## src/rtl/core/mur64_pkg.sv

```systemverilog
// Package for the streaming 64-bit multiply-xorshift hash core.
// Holds the hash constants, the controller-to-datapath command type and the tail mask.
// No dependencies.
package mur64_pkg;

	localparam logic [63:0] MUR_MULT  = 64'hC6A4A7935BD1E995;
	localparam logic [63:0] MUR_SEED  = 64'hA06A43342758469B;
	localparam int          MUR_SHIFT = 47;

	typedef enum logic [1:0] {
		MS_NONE,
		MS_P0,
		MS_P1,
		MS_P2
	} mul_step_t;

	typedef enum logic [1:0] {
		SRC_LEN,
		SRC_W,
		SRC_H_TAIL,
		SRC_H_SHIFT
	} mul_src_t;

	typedef enum logic [2:0] {
		WB_NONE,
		WB_SEED,
		WB_WMIX,
		WB_WSET,
		WB_HSET,
		WB_OUT
	} wb_sel_t;

	typedef struct packed {
		logic      capture;
		mul_step_t step;
		mul_src_t  src;
		wb_sel_t   wb;
	} dp_cmd_t;

	function automatic logic [63:0] byte_mask(input logic [3:0] cnt);
		logic [63:0] m;
		m = '0;
		for (int i = 0; i < 8; i++) begin
			m[8*i +: 8] = (cnt > 4'(i)) ? 8'hFF : 8'h00;
		end
		return m;
	endfunction

	function automatic logic [63:0] xsh(input logic [63:0] v);
		return v ^ (v >> MUR_SHIFT);
	endfunction

endpackage

```

## src/rtl/core/murmur64a_stream_hash_top.sv

```systemverilog
// Channel  Direction  Handshake            Payload
// in       input      in_valid / in_stall   data_word, byte_count, is_last, message_length
// out      output     out_valid / out_stall hash_value
//
// One item at a time; a 64-bit product by the constant is built on the one
// 32x32 multiplier. A full word runs the WMUL1, WMUL2 and HMUL products, a tail one;
// the first item of a message adds the seed product; the last adds the final avalanche.
// Reset clears the controller; the result waits in its register while the next
// message is taken, and only the next result's write holds on a stalled output.
// Depends on mur64_pkg, mur64_ctrl, mur64_datapath.
module murmur64a_stream_hash_top
	import mur64_pkg::*;
(
	input  logic        clk,
	input  logic        arst_n,
	input  logic        in_valid,
	output logic        in_stall,
	input  logic [63:0] data_word,
	input  logic [3:0]  byte_count,
	input  logic        is_last,
	input  logic [31:0] message_length,
	output logic        out_valid,
	input  logic        out_stall,
	output logic [63:0] hash_value
);

	dp_cmd_t cmd;

	mur64_ctrl u_ctrl (
		.clk        (clk),
		.arst_n     (arst_n),
		.in_valid   (in_valid),
		.in_stall   (in_stall),
		.byte_count (byte_count),
		.is_last    (is_last),
		.out_valid  (out_valid),
		.out_stall  (out_stall),
		.cmd        (cmd)
	);

	mur64_datapath u_dp (
		.clk            (clk),
		.cmd            (cmd),
		.data_word      (data_word),
		.byte_count     (byte_count),
		.message_length (message_length),
		.hash_value     (hash_value)
	);

endmodule

```

## src/rtl/core/mur64_datapath.sv

```systemverilog
// Datapath of the hash core: running hash, work word, operand and accumulator registers.
// One 32x32 multiplier builds each 64-bit product by the constant over three steps.
// Depends on mur64_pkg.
module mur64_datapath
	import mur64_pkg::*;
(
	input  logic        clk,
	input  dp_cmd_t     cmd,
	input  logic [63:0] data_word,
	input  logic [3:0]  byte_count,
	input  logic [31:0] message_length,
	output logic [63:0] hash_value
);

	logic [63:0] h_q;
	logic [63:0] w_q;
	logic [31:0] len_q;
	logic [63:0] a_q;
	logic [63:0] acc_q;
	logic [63:0] res_q;

	logic [63:0] src;
	logic [31:0] mul_a;
	logic [31:0] mul_b;
	logic [63:0] prod;
	logic [63:0] acc_n;

	always_comb begin
		case (cmd.src)
			SRC_LEN:     src = {32'd0, len_q};
			SRC_W:       src = w_q;
			SRC_H_TAIL:  src = h_q ^ w_q;
			SRC_H_SHIFT: src = xsh(h_q);
			default:     src = w_q;
		endcase
	end

	always_comb begin
		case (cmd.step)
			MS_P0:   begin mul_a = src[31:0];   mul_b = MUR_MULT[31:0];  end
			MS_P1:   begin mul_a = a_q[31:0];   mul_b = MUR_MULT[63:32]; end
			MS_P2:   begin mul_a = a_q[63:32];  mul_b = MUR_MULT[31:0];  end
			default: begin mul_a = a_q[31:0];   mul_b = MUR_MULT[31:0];  end
		endcase
		prod = 64'(mul_a) * 64'(mul_b);
		if (cmd.step == MS_P0) begin
			acc_n = prod;
		end else begin
			acc_n = acc_q + {prod[31:0], 32'd0};
		end
	end

	always_ff @(posedge clk) begin
		if (cmd.capture) begin
			w_q   <= data_word & byte_mask(byte_count);
			len_q <= message_length;
		end
		if (cmd.step != MS_NONE) begin
			acc_q <= acc_n;
		end
		if (cmd.step == MS_P0) begin
			a_q <= src;
		end
		if (cmd.step == MS_P2) begin
			case (cmd.wb)
				WB_SEED: h_q   <= MUR_SEED ^ acc_n;
				WB_WMIX: w_q   <= xsh(acc_n);
				WB_WSET: w_q   <= acc_n;
				WB_HSET: h_q   <= acc_n;
				WB_OUT:  res_q <= xsh(acc_n);
				default: ;
			endcase
		end
	end

	assign hash_value = res_q;

endmodule

```

## src/rtl/core/mur64_ctrl.sv

```systemverilog
// Controller of the hash core: sequences seed, word mix, tail and final avalanche.
// Drives the datapath by command and owns the input and output handshakes.
// Depends on mur64_pkg.
module mur64_ctrl
	import mur64_pkg::*;
(
	input  logic       clk,
	input  logic       arst_n,
	input  logic       in_valid,
	output logic       in_stall,
	input  logic [3:0] byte_count,
	input  logic       is_last,
	output logic       out_valid,
	input  logic       out_stall,
	output dp_cmd_t    cmd
);

	typedef enum logic [2:0] {
		S_IDLE,
		S_SEED,
		S_WMUL1,
		S_WMUL2,
		S_HMUL,
		S_TAIL,
		S_FIN
	} state_t;

	typedef enum logic [1:0] {
		K_EMPTY,
		K_PART,
		K_FULL
	} kind_t;

	state_t    state_q;
	mul_step_t ph_q;
	kind_t     kind_q;
	logic      ends_q;
	logic      in_msg_q;
	logic      out_valid_q;

	kind_t  in_kind;
	logic   in_ends;
	logic   accept;
	logic   hold;
	logic   last_ph;
	logic   fin_done;
	state_t after_seed;
	state_t after_word;

	always_comb begin
		if (byte_count >= 4'd8) begin
			in_kind = K_FULL;
		end else if (byte_count == 4'd0) begin
			in_kind = K_EMPTY;
		end else begin
			in_kind = K_PART;
		end
		in_ends = is_last || (in_kind == K_PART);
	end

	assign accept   = in_valid && (state_q == S_IDLE);
	assign in_stall = (state_q != S_IDLE);
	assign hold     = (state_q == S_FIN) && (ph_q == MS_P2) && out_valid_q && out_stall;
	assign last_ph  = (ph_q == MS_P2) && !hold;
	assign fin_done = (state_q == S_FIN) && last_ph;

	always_comb begin
		unique case (kind_q)
			K_FULL:  after_seed = S_WMUL1;
			K_PART:  after_seed = S_TAIL;
			default: after_seed = ends_q ? S_FIN : S_IDLE;
		endcase
		after_word = ends_q ? S_FIN : S_IDLE;
	end

	always_comb begin
		cmd.capture = accept;
		cmd.step    = MS_NONE;
		cmd.src     = SRC_W;
		cmd.wb      = WB_NONE;
		unique case (state_q)
			S_SEED:  begin cmd.src = SRC_LEN;     cmd.wb = WB_SEED; end
			S_WMUL1: begin cmd.src = SRC_W;       cmd.wb = WB_WMIX; end
			S_WMUL2: begin cmd.src = SRC_W;       cmd.wb = WB_WSET; end
			S_HMUL:  begin cmd.src = SRC_H_TAIL;  cmd.wb = WB_HSET; end
			S_TAIL:  begin cmd.src = SRC_H_TAIL;  cmd.wb = WB_HSET; end
			S_FIN:   begin cmd.src = SRC_H_SHIFT; cmd.wb = WB_OUT;  end
			default: ;
		endcase
		if (state_q != S_IDLE && !hold) begin
			cmd.step = ph_q;
		end
	end

	always_ff @(posedge clk or negedge arst_n) begin
		if (!arst_n) begin
			state_q     <= S_IDLE;
			ph_q        <= MS_P0;
			kind_q      <= K_EMPTY;
			ends_q      <= 1'b0;
			in_msg_q    <= 1'b0;
			out_valid_q <= 1'b0;
		end else begin
			if (fin_done) begin
				out_valid_q <= 1'b1;
			end else if (out_valid_q && !out_stall) begin
				out_valid_q <= 1'b0;
			end
			unique case (state_q)
				S_IDLE: begin
					ph_q <= MS_P0;
					if (accept) begin
						kind_q   <= in_kind;
						ends_q   <= in_ends;
						in_msg_q <= !in_ends;
						if (!in_msg_q) begin
							state_q <= S_SEED;
						end else begin
							unique case (in_kind)
								K_FULL:  state_q <= S_WMUL1;
								K_PART:  state_q <= S_TAIL;
								default: state_q <= in_ends ? S_FIN : S_IDLE;
							endcase
						end
					end
				end
				default: begin
					if (!hold) begin
						unique case (ph_q)
							MS_P0:   ph_q <= MS_P1;
							MS_P1:   ph_q <= MS_P2;
							default: ph_q <= MS_P0;
						endcase
					end
					if (last_ph) begin
						unique case (state_q)
							S_SEED:  state_q <= after_seed;
							S_WMUL1: state_q <= S_WMUL2;
							S_WMUL2: state_q <= S_HMUL;
							S_HMUL:  state_q <= after_word;
							S_TAIL:  state_q <= S_FIN;
							default: state_q <= S_IDLE;
						endcase
					end
				end
			endcase
		end
	end

	assign out_valid = out_valid_q;

endmodule
```

## config.mk

```make
export PLATFORM = sky130hd
export DESIGN_NAME = murmur64a_stream_hash_top
export DESIGN_NICKNAME = d
export VERILOG_FILES = /design/src/rtl/core/mur64_pkg.sv /design/src/rtl/core/murmur64a_stream_hash_top.sv /design/src/rtl/core/mur64_datapath.sv /design/src/rtl/core/mur64_ctrl.sv
export SDC_FILE = /design/constraint.sdc
export NUM_CORES = 2
export LEC_CHECK = 0
export BUFFER_PORTS_ARGS = -buffer_cell sky130_fd_sc_hd__clkbuf_2
export CORE_ASPECT_RATIO = 1.5
export CORE_UTILIZATION = 60
export CTS_CLUSTER_DIAMETER = 200
export DETAILED_ROUTE_END_ITERATION = 16
export PLACE_DENSITY = 0.8
export RECOVER_POWER = 100
export SLEW_MARGIN = 20
export SYNTH_ARGS = -nofsm -noshare
export SYNTH_HDL_FRONTEND = slang
export SYNTH_HIERARCHICAL = 1
export SYNTH_SLANG_ARGS = --single-unit
export TNS_END_PERCENT = 20
```

## constraint.sdc

```tcl
create_clock -name clk -period 15.85 [get_ports clk]
set_input_delay 3.17 -clock clk [delete_from_list [all_inputs] [get_ports clk]]
set_output_delay 3.17 -clock clk [all_outputs]
set_load 0.005 [all_outputs]
```

==> reports/summary.log <==
INFO  floorplanning  die_x=218um
INFO  clock_network  cts.htree.levels=1
INFO  worst_setup_path critical_path_class=reg2reg
INFO  global_route   grt_first_pass_wirelength=213000um
INFO  synthesis      synth_compound_gate_area_share=10.7%
INFO  cells_and_area fraction_of_layout_instances_using_a_drive_strength_above_1=7.26%
INFO  synthesis      synth-xor-area-share=3.28%
INFO  floorplanning  core-area=69200um^2
INFO  clock_network  insertion_delay=0.61ns
INFO  synthesis      avgSynthCellArea=10.4um^2
INFO  synthesis      register_bit_count_reported_by_yosys=362
INFO  detailed_routing totalWireLength=144000um
INFO  synthesis      synth_top_cell_by_area=fa_1
INFO  synthesis      async_reset_ff_share=2.76%
INFO  global_route   initial_antenna_violation_count=8
INFO  placement      finalWeightedCongestion=1.05
INFO  detailed_routing drc=0
INFO  detailed_routing wire_per_inst=28.3um
INFO  synthesis      post_synth_and_or_nand_nor_area_fraction=7.36%
INFO  run_status     status=finished with violations
INFO  clock_network  cts_resized=0
INFO  clock_network  ctsRootBufferMaster=clkbuf_16
INFO  sta            period_share=93.2%
INFO  synthesis      yosys.area_share.adder=42.7%
INFO  sta            final_layout_setup_total_negative_slack=0ns
INFO  sta            max_clock_freq=67.7MHz
INFO  clock_network  clock_path_buffers=3
INFO  detailed_routing avgViaCountPerCell=6.23
INFO  placement      dp_hpwl=120000um
INFO  clock_network  cts.sinks=362
INFO  synthesis      synth_top_family_by_area=adder cells
INFO  worst_setup_path max_stage_delay=1.16ns
INFO  worst_setup_path worstSetupStartpointType=register
INFO  floorplanning  ioPinCount=171
INFO  synthesis      muxShareOfSynthArea=2.80%
INFO  synthesis      yosysUniqueCellTypes=87
INFO  global_route   globalRouteTotalUtil=41.4%
INFO  worst_setup_path path_max_fanout=53
INFO  detailed_routing detail_route.first_pass.iterations=6
INFO  sta            tightestPinTransition=5.59ns
INFO  floorplanning  die_height=327um
INFO  global_route   pin_count_of_the_biggest_net_entering_global_routing=65
INFO  cells_and_area finalNetCount=5334
INFO  clock_network  worst_setup_hold_path_clk_slew=0.07ns
INFO  worst_hold_path hold_class=reg2reg
INFO  synthesis      syn_area=42200um^2
INFO  sta            maxSlewViolCount=534
INFO  synthesis      ys_warn_count=6
INFO  placement      io_buffers=170
INFO  worst_setup_path cp.arrival=15.27ns
INFO  floorplanning  placement_rows=118
INFO  global_route   grt_pass1_vias=33600
INFO  detailed_routing drtAntennaViolNets=0
INFO  worst_setup_path end_kind=register
INFO  sta            slew_headroom=-272%
INFO  synthesis      synthDominantCellAreaShare=29.6%
INFO  detailed_routing detail_route.iter0.violations=3161
INFO  job            drv.max_cap_violation_count=12
INFO  detailed_routing vias=31700
INFO  floorplanning  floorplan.initialDensity=60.9%
INFO  cells_and_area area_growth_syn_to_layout=6.29%
INFO  global_route   globalRoute.totalOverflow=0
INFO  synthesis      synthesis.instances=4055
INFO  run_status     violations=max-capacitance violations, max-slew violations
INFO  clock_network  cts-buffers-inserted=28
INFO  sta            skew=0.0246ns
INFO  synthesis      synthFlopType=edfxtp_1
INFO  synthesis      synth_top_cells_by_area=fa_1 30%, edfxtp_1 21%, ha_1 13%, inv_1 7.4%, dfxtp_1 3.0%
INFO  clock_network  holdBufCountCts=0
INFO  sta            rsz0062_at_grt=false
INFO  worst_setup_path cp_data_required_time=16.34ns
INFO  clock_network  tritoncts=yes
INFO  floorplanning  die_area=71400um^2
INFO  synthesis      synth_sequential_area_ratio=24.1%
INFO  worst_setup_path slowest_stage=clkbuf_1
INFO  sta            setup_violations=0
INFO  clock_network  post_cts_buffers=0
INFO  synthesis      synth_edf_count=288
INFO  sta            finalHoldViolations=0
INFO  sta            period_needed=14.78ns
## cell usage in the layout (no fill, tap or decap), types with 19 or more instances in the layout
cell type    n
a21o_1      60
a21oi_1    152
a221oi_1    37
a22o_1      33
a22oi_1     28
a31oi_1     33
and3_1      25
buf_4       49
clkbuf_1    65
clkbuf_16   28
clkbuf_2   126
dfxtp_1     64
edfxtp_1   288
fa_1       623
ha_1       443
inv_1      831
mux2_2      50
mux2i_1     53
nand2_1    329
nand2b_1    28
nand3_1     42
nand4_1     32
nor2_1     148
nor2b_1     19
nor3_1      31
o211ai_1    25
o21ai_0    150
xnor2_1    106
xor2_1      50
## state kept, by name (all words and copies together), names as in the netlist
| signal | cells |
|---|---|
| u_ctrl/ends_q | 1 |
| u_ctrl/in_msg_q | 1 |
| u_ctrl/kind_q | 2 |
| u_ctrl/out_valid | 1 |
| u_ctrl/ph_q | 2 |
| u_ctrl/state_q | 3 |
| u_dp/a_q | 64 |
| u_dp/acc_q | 64 |
| u_dp/h_q | 64 |
| u_dp/hash_value | 64 |
| u_dp/len_q | 32 |
| u_dp/w_q | 64 |
## metrics by stage
step / area, um^2 / instances / worst slack, ns / util (%) / hold WS [ns]
2_1_floorplan: 42200 / 4058 / 2.85 / - / 0.442
6_report: 44800 / 5092 / 1.07 / 64.7 / 0.478
5_1_grt: 44800 / 5092 / 0.502 / 64.7 / 0.489
4_1_cts: 45000 / 5085 / 1.63 / 65.0 / 0.465
3_5_place_dp: 44000 / 5033 / 1.07 / 63.6 / 0.460
3_3_place_gp: 44000 / 5033 / 1.11 / 63.6 / 0.452
## critical path, delay by kind of cell (launching register included)
| kind | cells | cell delay (ns) |
|---|---|---|
| buf+inv | 8 | 2.45 |
| mux | 2 | 0.50 |
| fa+ha+maj | 10 | 4.31 |
| compound gates | 12 | 3.67 |
| flops | 1 | 0.71 |
| simple gates | 11 | 2.38 |
| xor+xnor | 2 | 0.57 |
## layout make-up
type                            instances  area [um^2]
Timing Repair Buffer                  233         1220
Antenna cell                            7         17.5
Sequential cell                       362        10200
Multi-Input combinational cell       2703        28200
Fill cell                            5608        24400
Tap cell                              900         1130
Clock inverter                         12          159
Inverter                              835         3140
Clock buffer                           40          776
## synth_stat cells (30+ instances only)
cell type	number
a21o_1	61
o21ai_0	136
xnor2_1	106
fa_1	623
ha_1	443
dfxtp_1	64
clkbuf_1	121
nor3_1	30
edfxtp_1	288
a21oi_1	149
nand2_1	329
inv_1	830
a22o_1	33
a221oi_1	37
nand3_1	42
nor2_1	150
mux2_2	53
a31oi_1	35
xor2_1	50
nand4_1	32
mux2i_1	51
## metal layers
layer,vias up,share of wire [%],global-route usage [%]
met2,1859,49,68.8
met3,562,7.8,6.15
li1,13500,-,-
met4,2,10,34.4
met1,15700,33,47.1
met5,-,0.010,0
## kinds of logic (layout without fill, tap and decap cells)
group,count (synthesis),after routing
adder cells (fa/ha/maj),1066,1066
buffers and inverters,993,1120
multiplexers,108,108
XOR/XNOR,157,157
flip-flops,362,362
AO/OA/AOI/OAI,673,673
other,2,12
AND/OR/NAND/NOR,694,694
## worst paths after layout
path	start	depth (start not counted)	endpoint	slack [ns]
setup / recovery	u_ctrl/state_q[2]	45	u_dp/w_q[16]	1.07
min in group asynchronous	arst_n	1	u_ctrl/in_msg_q	2.54
hold reg to reg	u_ctrl/in_msg_q	1	u_ctrl/in_msg_q	0.48
max in group asynchronous	arst_n	1	u_ctrl/ph_q[1]	12.91
setup reg to reg	u_ctrl/state_q[2]	45	u_dp/w_q[16]	1.07
hold / removal	u_ctrl/in_msg_q	1	u_ctrl/in_msg_q	0.48
Power is not shown: default switching activity piles up to over one toggle a cycle in this logic, so the estimate is an artifact.
